[src/rtl/crc8wd_pkg.sv]
`default_nettype none

package crc8wd_pkg;

  localparam int MaxWords = 3;

  localparam int ByteW    = 8;
  localparam int WordW    = 16;
  localparam int ConvW    = 17;
  localparam int StatusW  = 2;
  localparam int IdxW     = 2;
  localparam int WprW     = 2;
  localparam int ModeW    = 3;
  localparam int CfgIdxW  = 1;
  localparam int CfgDataW = 3;
  localparam int OutDataW = 40;

  localparam logic [7:0] CrcPoly = 8'h31;
  localparam logic [7:0] CrcInit = 8'hFF;

  localparam logic [WprW-1:0] WprReset = 2'd3;

  // config register indexes
  localparam logic [CfgIdxW-1:0] RegWords = 1'd0;
  localparam logic [CfgIdxW-1:0] RegMode  = 1'd1;

  // conversion modes
  localparam logic [ModeW-1:0] ModeRaw    = 3'd0;
  localparam logic [ModeW-1:0] ModeMeas   = 3'd1;
  localparam logic [ModeW-1:0] ModeOffset = 3'd2;
  localparam logic [ModeW-1:0] ModeEqOne  = 3'd3;
  localparam logic [ModeW-1:0] ModeReady  = 3'd4;

  // word status
  localparam logic [StatusW-1:0] StatGood  = 2'd0;
  localparam logic [StatusW-1:0] StatBad   = 2'd1;
  localparam logic [StatusW-1:0] StatAbort = 2'd2;

  // byte position within a group
  localparam logic [1:0] PhHigh = 2'd0;
  localparam logic [1:0] PhLow  = 2'd1;
  localparam logic [1:0] PhCrc  = 2'd2;

  // word positions in measurement mode
  localparam logic [IdxW-1:0] IdxTemp = 2'd1;
  localparam logic [IdxW-1:0] IdxHum  = 2'd2;

  localparam logic [23:0] TempScale  = 24'd175;
  localparam logic [22:0] HumScale   = 23'd100;
  localparam logic [ConvW-1:0] TempOffset = 17'd45;
  localparam logic [11:0] ReadyMask  = 12'hFFF;

  // MSB-first CRC-8 update over one byte
  function automatic logic [7:0] crc8_byte(input logic [7:0] crc, input logic [7:0] b);
    logic [7:0] c;
    c = crc ^ b;
    for (int k = 0; k < 8; k++) begin
      c = c[7] ? ((c << 1) ^ CrcPoly) : (c << 1);
    end
    return c;
  endfunction

endpackage

`default_nettype wire

[src/rtl/crc8wd_convert.sv]
`default_nettype none

module crc8wd_convert
  import crc8wd_pkg::*;
(
  input  wire logic [ModeW-1:0]  mode_i,
  input  wire logic [IdxW-1:0]   idx_i,
  input  wire logic [WordW-1:0]  raw_i,
  output logic signed [ConvW-1:0] value_o
);

  logic [23:0]      p175;
  logic [22:0]      p100;
  logic [7:0]       t175;
  logic [6:0]       h100;
  logic [ConvW-1:0] temp_c;
  logic [ConvW-1:0] raw_x;

  assign p175   = 24'(raw_i) * TempScale;
  assign p100   = 23'(raw_i) * HumScale;
  assign t175   = p175[23:16];
  assign h100   = p100[22:16];
  assign temp_c = {9'd0, t175} - TempOffset;
  assign raw_x  = {1'b0, raw_i};

  always_comb begin
    unique case (mode_i)
      ModeMeas: begin
        if (idx_i == IdxTemp) begin
          value_o = $signed(temp_c);
        end else if (idx_i == IdxHum) begin
          value_o = $signed({10'd0, h100});
        end else begin
          value_o = $signed(raw_x);
        end
      end
      ModeOffset: value_o = $signed({9'd0, t175});
      ModeEqOne:  value_o = $signed({16'd0, (raw_i == 16'd1)});
      ModeReady:  value_o = $signed({16'd0, ((raw_i[11:0] & ReadyMask) != 12'd0)});
      default:    value_o = $signed(raw_x);
    endcase
  end

endmodule

`default_nettype wire

[src/rtl/crc8_word_response_deframer_top.sv]
// CRC-8 word response deframer.
// Slave stream: one received byte per item in s_axis_tdata_i; s_axis_tuser_i
// marks the first byte of a response and restarts byte, word and CRC tracking.
// Every third byte closes a word (high byte, low byte, CRC-8 poly 0x31, init
// 0xFF). That item produces one master item: raw word, converted value, status
// and word index in m_axis_tdata_o, last word of the response on m_axis_tlast_o.
// Other bytes produce no item. Once a CRC fails, the remaining words of that
// response carry the aborted status.
// Latency: the master item is valid the cycle after its CRC byte is accepted.
// Throughput: one byte per cycle, set by the single register stage holding
// the output item. If the receiver stalls with an item held, the byte that
// follows a word's low byte waits, whether it is a CRC byte or a response
// start, until the held item leaves or is taken in the same cycle; other
// bytes are still taken.
// Config: cfg index 0 words per response (0 acts as 1), index 1 conversion
// mode; write only while idle. cfg_ready_o is always high.
// Reset: words per response 3, mode raw, counters cleared, no output item.
`default_nettype none

module crc8_word_response_deframer_top
  import crc8wd_pkg::*;
(
  input  wire logic                 clk_i,
  input  wire logic                 rst_ni,
  input  wire logic                 s_axis_tvalid_i,
  output logic                      s_axis_tready_o,
  input  wire logic [ByteW-1:0]     s_axis_tdata_i,   // [7:0] rx_byte
  input  wire logic                 s_axis_tuser_i,   // [0] response_start
  output logic                      m_axis_tvalid_o,
  input  wire logic                 m_axis_tready_i,
  // [15:0] raw_word, [32:16] converted_value, [34:33] status,
  // [36:35] word_index, [39:37] zero
  output logic [OutDataW-1:0]       m_axis_tdata_o,
  output logic                      m_axis_tlast_o,   // last_word
  input  wire logic                 cfg_valid_i,
  output logic                      cfg_ready_o,
  input  wire logic [CfgIdxW-1:0]   cfg_index_i,
  input  wire logic [CfgDataW-1:0]  cfg_data_i
);

  logic [WprW-1:0]  wpr_q;
  logic [ModeW-1:0] mode_q;

  logic [1:0]       phase_q, phase_d;
  logic [IdxW-1:0]  wcnt_q, wcnt_d;
  logic [7:0]       crc_q, crc_d;
  logic             abort_q, abort_d;
  logic [WordW-1:0] hold_q, hold_d;

  logic             out_valid_q, out_valid_d;
  logic [WordW-1:0] out_raw_q;
  logic [ConvW-1:0] out_conv_q;
  logic [StatusW-1:0] out_stat_q, stat_c;
  logic [IdxW-1:0]  out_idx_q;
  logic             out_last_q, last_c;

  logic             accept;
  logic             emit;
  logic [1:0]       phase_e;
  logic [IdxW-1:0]  wcnt_e;
  logic [7:0]       crc_e;
  logic             abort_e;
  logic [3:0]       n_eff;
  logic signed [ConvW-1:0] conv_c;

  assign cfg_ready_o = 1'b1;

  assign s_axis_tready_o = !out_valid_q || m_axis_tready_i || (phase_q != PhCrc);
  assign accept = s_axis_tvalid_i && s_axis_tready_o;

  always_comb begin
    if (wpr_q == 2'd0) begin
      n_eff = 4'd1;
    end else if (4'(wpr_q) > 4'(MaxWords)) begin
      n_eff = 4'(MaxWords);
    end else begin
      n_eff = 4'(wpr_q);
    end
  end

  always_comb begin
    phase_e = s_axis_tuser_i ? PhHigh : phase_q;
    wcnt_e  = s_axis_tuser_i ? 2'd0 : wcnt_q;
    crc_e   = s_axis_tuser_i ? CrcInit : crc_q;
    abort_e = s_axis_tuser_i ? 1'b0 : abort_q;

    phase_d = phase_e;
    wcnt_d  = wcnt_e;
    crc_d   = crc_e;
    abort_d = abort_e;
    hold_d  = hold_q;
    emit    = 1'b0;
    last_c  = (4'(wcnt_e) + 4'd1) >= n_eff;
    stat_c  = StatGood;

    unique case (phase_e)
      PhLow: begin
        hold_d  = {hold_q[15:8], s_axis_tdata_i};
        crc_d   = crc8_byte(crc_e, s_axis_tdata_i);
        phase_d = PhCrc;
      end
      PhCrc: begin
        emit = 1'b1;
        if (abort_e) begin
          stat_c = StatAbort;
        end else if (crc_e == s_axis_tdata_i) begin
          stat_c = StatGood;
        end else begin
          stat_c  = StatBad;
          abort_d = 1'b1;
        end
        phase_d = PhHigh;
        crc_d   = CrcInit;
        if (last_c) begin
          wcnt_d  = 2'd0;
          abort_d = 1'b0;
        end else begin
          wcnt_d = wcnt_e + 2'd1;
        end
      end
      default: begin
        hold_d  = {s_axis_tdata_i, hold_q[7:0]};
        crc_d   = crc8_byte(crc_e, s_axis_tdata_i);
        phase_d = PhLow;
      end
    endcase
  end

  crc8wd_convert u_convert (
    .mode_i  (mode_q),
    .idx_i   (wcnt_e),
    .raw_i   (hold_q),
    .value_o (conv_c)
  );

  always_comb begin
    if (accept && emit) begin
      out_valid_d = 1'b1;
    end else if (m_axis_tready_i) begin
      out_valid_d = 1'b0;
    end else begin
      out_valid_d = out_valid_q;
    end
  end

  always_ff @(posedge clk_i or negedge rst_ni) begin
    if (!rst_ni) begin
      wpr_q       <= WprReset;
      mode_q      <= ModeRaw;
      phase_q     <= PhHigh;
      wcnt_q      <= 2'd0;
      crc_q       <= CrcInit;
      abort_q     <= 1'b0;
      out_valid_q <= 1'b0;
    end else begin
      if (cfg_valid_i && cfg_ready_o) begin
        if (cfg_index_i == RegWords) begin
          wpr_q <= cfg_data_i[WprW-1:0];
        end else if (cfg_index_i == RegMode) begin
          mode_q <= cfg_data_i;
        end
      end
      if (accept) begin
        phase_q <= phase_d;
        wcnt_q  <= wcnt_d;
        crc_q   <= crc_d;
        abort_q <= abort_d;
      end
      out_valid_q <= out_valid_d;
    end
  end

  always_ff @(posedge clk_i) begin
    if (accept) begin
      hold_q <= hold_d;
    end
    if (accept && emit) begin
      out_raw_q  <= hold_q;
      out_conv_q <= conv_c;
      out_stat_q <= stat_c;
      out_idx_q  <= wcnt_e;
      out_last_q <= last_c;
    end
  end

  assign m_axis_tvalid_o = out_valid_q;
  assign m_axis_tdata_o  = {3'd0, out_idx_q, out_stat_q, out_conv_q, out_raw_q};
  assign m_axis_tlast_o  = out_last_q;

endmodule

`default_nettype wire

[config.mk]
export PLATFORM = sky130hd
export DESIGN_NAME = crc8_word_response_deframer_top
export DESIGN_NICKNAME = d
export VERILOG_FILES = /design/src/rtl/crc8wd_pkg.sv /design/src/rtl/crc8wd_convert.sv /design/src/rtl/crc8_word_response_deframer_top.sv
export SDC_FILE = /design/constraint.sdc
export NUM_CORES = 1
export LEC_CHECK = 0
export CAP_MARGIN = 15
export CORE_MARGIN = 4
export CORE_UTILIZATION = 50
export CTS_BUF_LIST = sky130_fd_sc_hd__clkbuf_16
export DETAILED_ROUTE_END_ITERATION = 7
export DONT_BUFFER_PORTS = 1
export GPL_TIMING_DRIVEN = 0
export PLACE_DENSITY = 0.65
export SLEW_MARGIN = 15
export SYNTH_ARGS = -nofsm -noshare
export SYNTH_HDL_FRONTEND = slang
export SYNTH_HIERARCHICAL = 1
export SYNTH_SLANG_ARGS = --single-unit
[constraint.sdc]
create_clock -name clk_i -period 10.5 [get_ports clk_i]
set_input_delay 0.525 -clock clk_i [delete_from_list [all_inputs] [get_ports clk_i]]
set_output_delay 0.525 -clock clk_i [all_outputs]
set_load 0.05 [all_outputs]
==> impl_metrics.ini <==
[cells_and_area]
drive_gt1_share_pct = 7.593
syn2layout_area_growth_pct = 7.307
final_cells = 961
diodes = 0
nets = 968
post-route-util_pct = 55.42

[floorplan]
core-area_um2 = 14750
chipWidth_um = 131.5
die_height_um = 131.5
io_pins = 62
die-area_um2 = 17280
initial_core_util_pct = 51.65
num_rows = 44

[detailed_routing]
drtIter0Drc = 254
vias_per_cell = 5.537
routedWlPerCell_um = 17.78
firstDrtPassIters = 5
drc = 0
vias = 5321
drt-total-wl_mm = 17.08
ant_nets = 0

[critical_path]
slowest_stage = edfxtp_1
endpoint_kind = flip-flop
cp_top_family = adder cells
crit_top_cell = inv_1
required_ns = 10.65
path_cells = inv_1 -> ha_1 -> inv_1 -> fa_1 -> inv_1 -> fa_1 -> inv_1 -> fa_1 -> inv_1 -> ha_1 -> and3_1 -> and3_1 -> a22oi_2 -> and2b_2 -> nor2b_1 -> nor2_1 -> xor2_1 -> ha_1 -> nor2_1 -> a22oi_2 -> nor2_2 -> o41a_1 -> o21ai_0
arrival_ns = 6.66
reg2regPathDepth = 23
r2r_start = hold_q[10]$_DFFE_PP_
path_class = reg2reg
max_stage_delay_ns = 0.72
reg2reg_to = out_conv_q[10]$_DFFE_PP_
path_buf_inv = 5
worstSetupStartpointType = flip-flop
critPathMaxFanout = 8
r2r_slack_ns = 3.99

[sta]
fin_crit_sh_pct = 61.98
max-slew-margin-rel_pct = 49.29
clock_skew_ns = 0.01020
finalMaxSlewViolations = 0
tns_ns = 0
worstMarginPinSlew_ns = 0.7606
hold_viol = 0
fmax_mhz = 153.7
rsz0062_at_grt = no
finalCriticalPeriod_ns = 6.507
setup_viol = 0

[clock_network]
htree_levels = 3
cts_tree = yes
cts_buffers = 9
clock-sinks = 73
cts.clk_slew.worst_paths_ns = 0.06
post_cts_buffers = 0
clockBufferDepth = 2
clock_latency_ns = 0.34
cts-root-buf = clkbuf_16

[synthesis]
ys_ff_latch = 73
seq_area_frac_synth_pct = 27.68
synth_top_area_share_pct = 21.28
yosysTopAreaCell = edfxtp_1
netlist_area_um2 = 7620
synthArstFlopShare_pct = 26.03
ys.flop_type = edfxtp_1
synth_cell_types = 76
syn_inst = 757
synth_area_leaders = edfxtp_1 (21%), ha_1 (19%), fa_1 (16%)
ys_warn_count = 6
syn_avg_cell_area_um2 = 10.07
synth_edf_count = 54

[power_and_ir_drop]
vdd_drop_max_mv = 0.1622
power_leakage_nw = 3.966
p_per_area_nw_per_um2 = 272.9

[global_route]
grt_pass1_wl_mm = 28.84
grt_overflow = 0
grt_pass1_vias = 5688
grt_use_total_pct = 20.75
grt_max_degree = 27
antenna_found_initial = 0

[placement]
gp_congestion = 0.9004
place_inst = 944
dp_hpwl_mm = 13.44
port_buffers = 0

[hold_path]
hold_class = in2async

[job]
drv_cap = 0

[outcome]
status = finished clean
-- layer usage --
metal | part of all wire (%) | vias up | track usage, % | wire length (µm)
met5 | 0 | - | 0 | 0
li1 | - | 2538 | - | -
met3 | 3.4 | 28 | 3.211 | 582
met4 | 2.3 | 0 | 7.585 | 392
met1 | 45 | 2621 | 26.98 | 7622
met2 | 50 | 134 | 35.24 | 8487
-- cell families (layout without fill, tap and decap cells) --
kind of cell | after synthesis | count (layout) | share of synthesized area [%]
flip-flops | 73 | 73 | 27.68
AO/OA/AOI/OAI | 108 | 108 | 9.820
other | 2 | 4 | 0.09856
buffers and inverters | 191 | 209 | 9.836
AND/OR/NAND/NOR | 159 | 159 | 11.10
adder cells (fa/ha/maj) | 179 | 179 | 35.47
XOR/XNOR | 39 | 39 | 5.123
multiplexers | 6 | 6 | 0.8702
-- flip-flops by register name, indices dropped and copies added, names as in the netlist --
name / count
mode_q: 3
m_axis_tvalid_o: 1
wpr_q: 2
out_idx_q: 2
out_raw_q: 16
hold_q: 16
m_axis_tlast_o: 1
wcnt_q: 2
phase_q: 2
out_conv_q: 17
out_stat_q: 2
abort_q: 1
crc_q: 8
-- synth_stat cells (4+ instances only) --
library cell,n
and3_1,7
nand2_1,24
nor2b_1,16
o21a_1,5
nor4_1,4
mux2_2,5
a211oi_1,8
fa_1,62
xnor2_1,16
nor3_1,19
o21ai_0,27
clkbuf_1,12
or3_1,5
dfstp_2,10
xor2_1,19
nor2_1,45
ha_1,116
nand2b_1,4
o221ai_1,5
a21oi_1,17
inv_1,171
and2_1,10
dfrtp_1,9
and4_1,4
a31oi_1,7
edfxtp_1,54
nand3_1,4
a21o_1,9
buf_4,4
-- worst max-delay path by stage --
stage / start / endpoint / slack [ns] / cells after the start
2_1_floorplan: hold_q[10]$_DFFE_PP_ / out_conv_q[15]$_DFFE_PP_ / 5.14 / 24
3_3_place_gp: hold_q[7]$_DFFE_PP_ / out_conv_q[10]$_DFFE_PP_ / 4.18 / 21
3_5_place_dp: hold_q[7]$_DFFE_PP_ / out_conv_q[9]$_DFFE_PP_ / 4.07 / 21
4_1_cts: hold_q[10]$_DFFE_PP_ / out_conv_q[9]$_DFFE_PP_ / 4.02 / 23
5_1_grt: hold_q[10]$_DFFE_PP_ / out_conv_q[9]$_DFFE_PP_ / 3.69 / 23
6_report: hold_q[10]$_DFFE_PP_ / out_conv_q[10]$_DFFE_PP_ / 3.99 / 23
-- cells in the final DEF (no fill, tap or decap), types with 4 or more instances in the layout --
cell       count
a211oi_1       8
a21o_1         9
a21oi_1       17
a31oi_1        7
and2_1        10
and3_1         7
and4_1         4
buf_4          4
clkbuf_1      12
clkbuf_16     10
conb_1         4
dfrtp_1        9
dfstp_2       10
edfxtp_1      54
fa_1          62
ha_1         116
inv_1        172
mux2_2         5
nand2_1       24
nand2b_1       4
nand3_1        4
nor2_1        44
nor2b_1       16
nor3_1        19
nor4_1         4
o21a_1         5
o21ai_0       27
o221ai_1       5
or3_1          5
xnor2_1       16
xor2_1        19
-- worst register-to-register path, stage by stage, from the launching register on --
cell      delay [ns]
edfxtp_1        0.72
inv_1           0.20
ha_1            0.39
inv_1           0.07
fa_1            0.50
inv_1           0.06
fa_1            0.52
inv_1           0.06
fa_1            0.53
inv_1           0.04
ha_1            0.27
and3_1          0.21
and3_1          0.20
a22oi_2         0.39
and2b_2         0.26
nor2b_1         0.05
nor2_1          0.11
xor2_1          0.27
ha_1            0.25
nor2_1          0.08
a22oi_2         0.20
nor2_2          0.07
o41a_1          0.56
o21ai_0         0.31
-- report_power, final --
group          total (W)  internal [W]  leakage [nW]  switching [W]
Sequential      0.000419      0.000364         0.721      0.0000553
Clock           0.000300      0.000173         0.150       0.000127
Combinational    0.00151      0.000637          3.09       0.000875
Total            0.00223       0.00117          3.97        0.00106
-- metrics by stage --
step / instance area [µm²] / setup WS, ns / hold WS [ns] / power, W
finish: 8177 / 3.993 / 0.02082 / 0.002231
global route: 8177 / 3.693 / 0.005036 / 0.002470
CTS: 8177 / 4.016 / 0.009858 / 0.002236
detailed placement: 7885 / 4.072 / 0.2302 / 0.001910
global placement: 7858 / 4.176 / 0.2302 / 0.001872
floorplan: 7627 / 5.139 / 0.2294 / 0.001589
-- timing repair --
action / CTS / global route
hold endpoints to repair: 9 / 0
resized for setup: 0 / 0
hold buffers: 1 / 0
-- final cells by class --
cell class	count	area, µm²
fillers	1294	6578
multi-input cells	495	4776
flip-flops and latches	73	2110
inverters	171	641.9
clock buffers	10	250.2
well taps	184	230.2
plain buffers	20	107.6
clock inverters	6	31.28
repair buffers	2	30.03
Power figures use the tool's default switching activity.
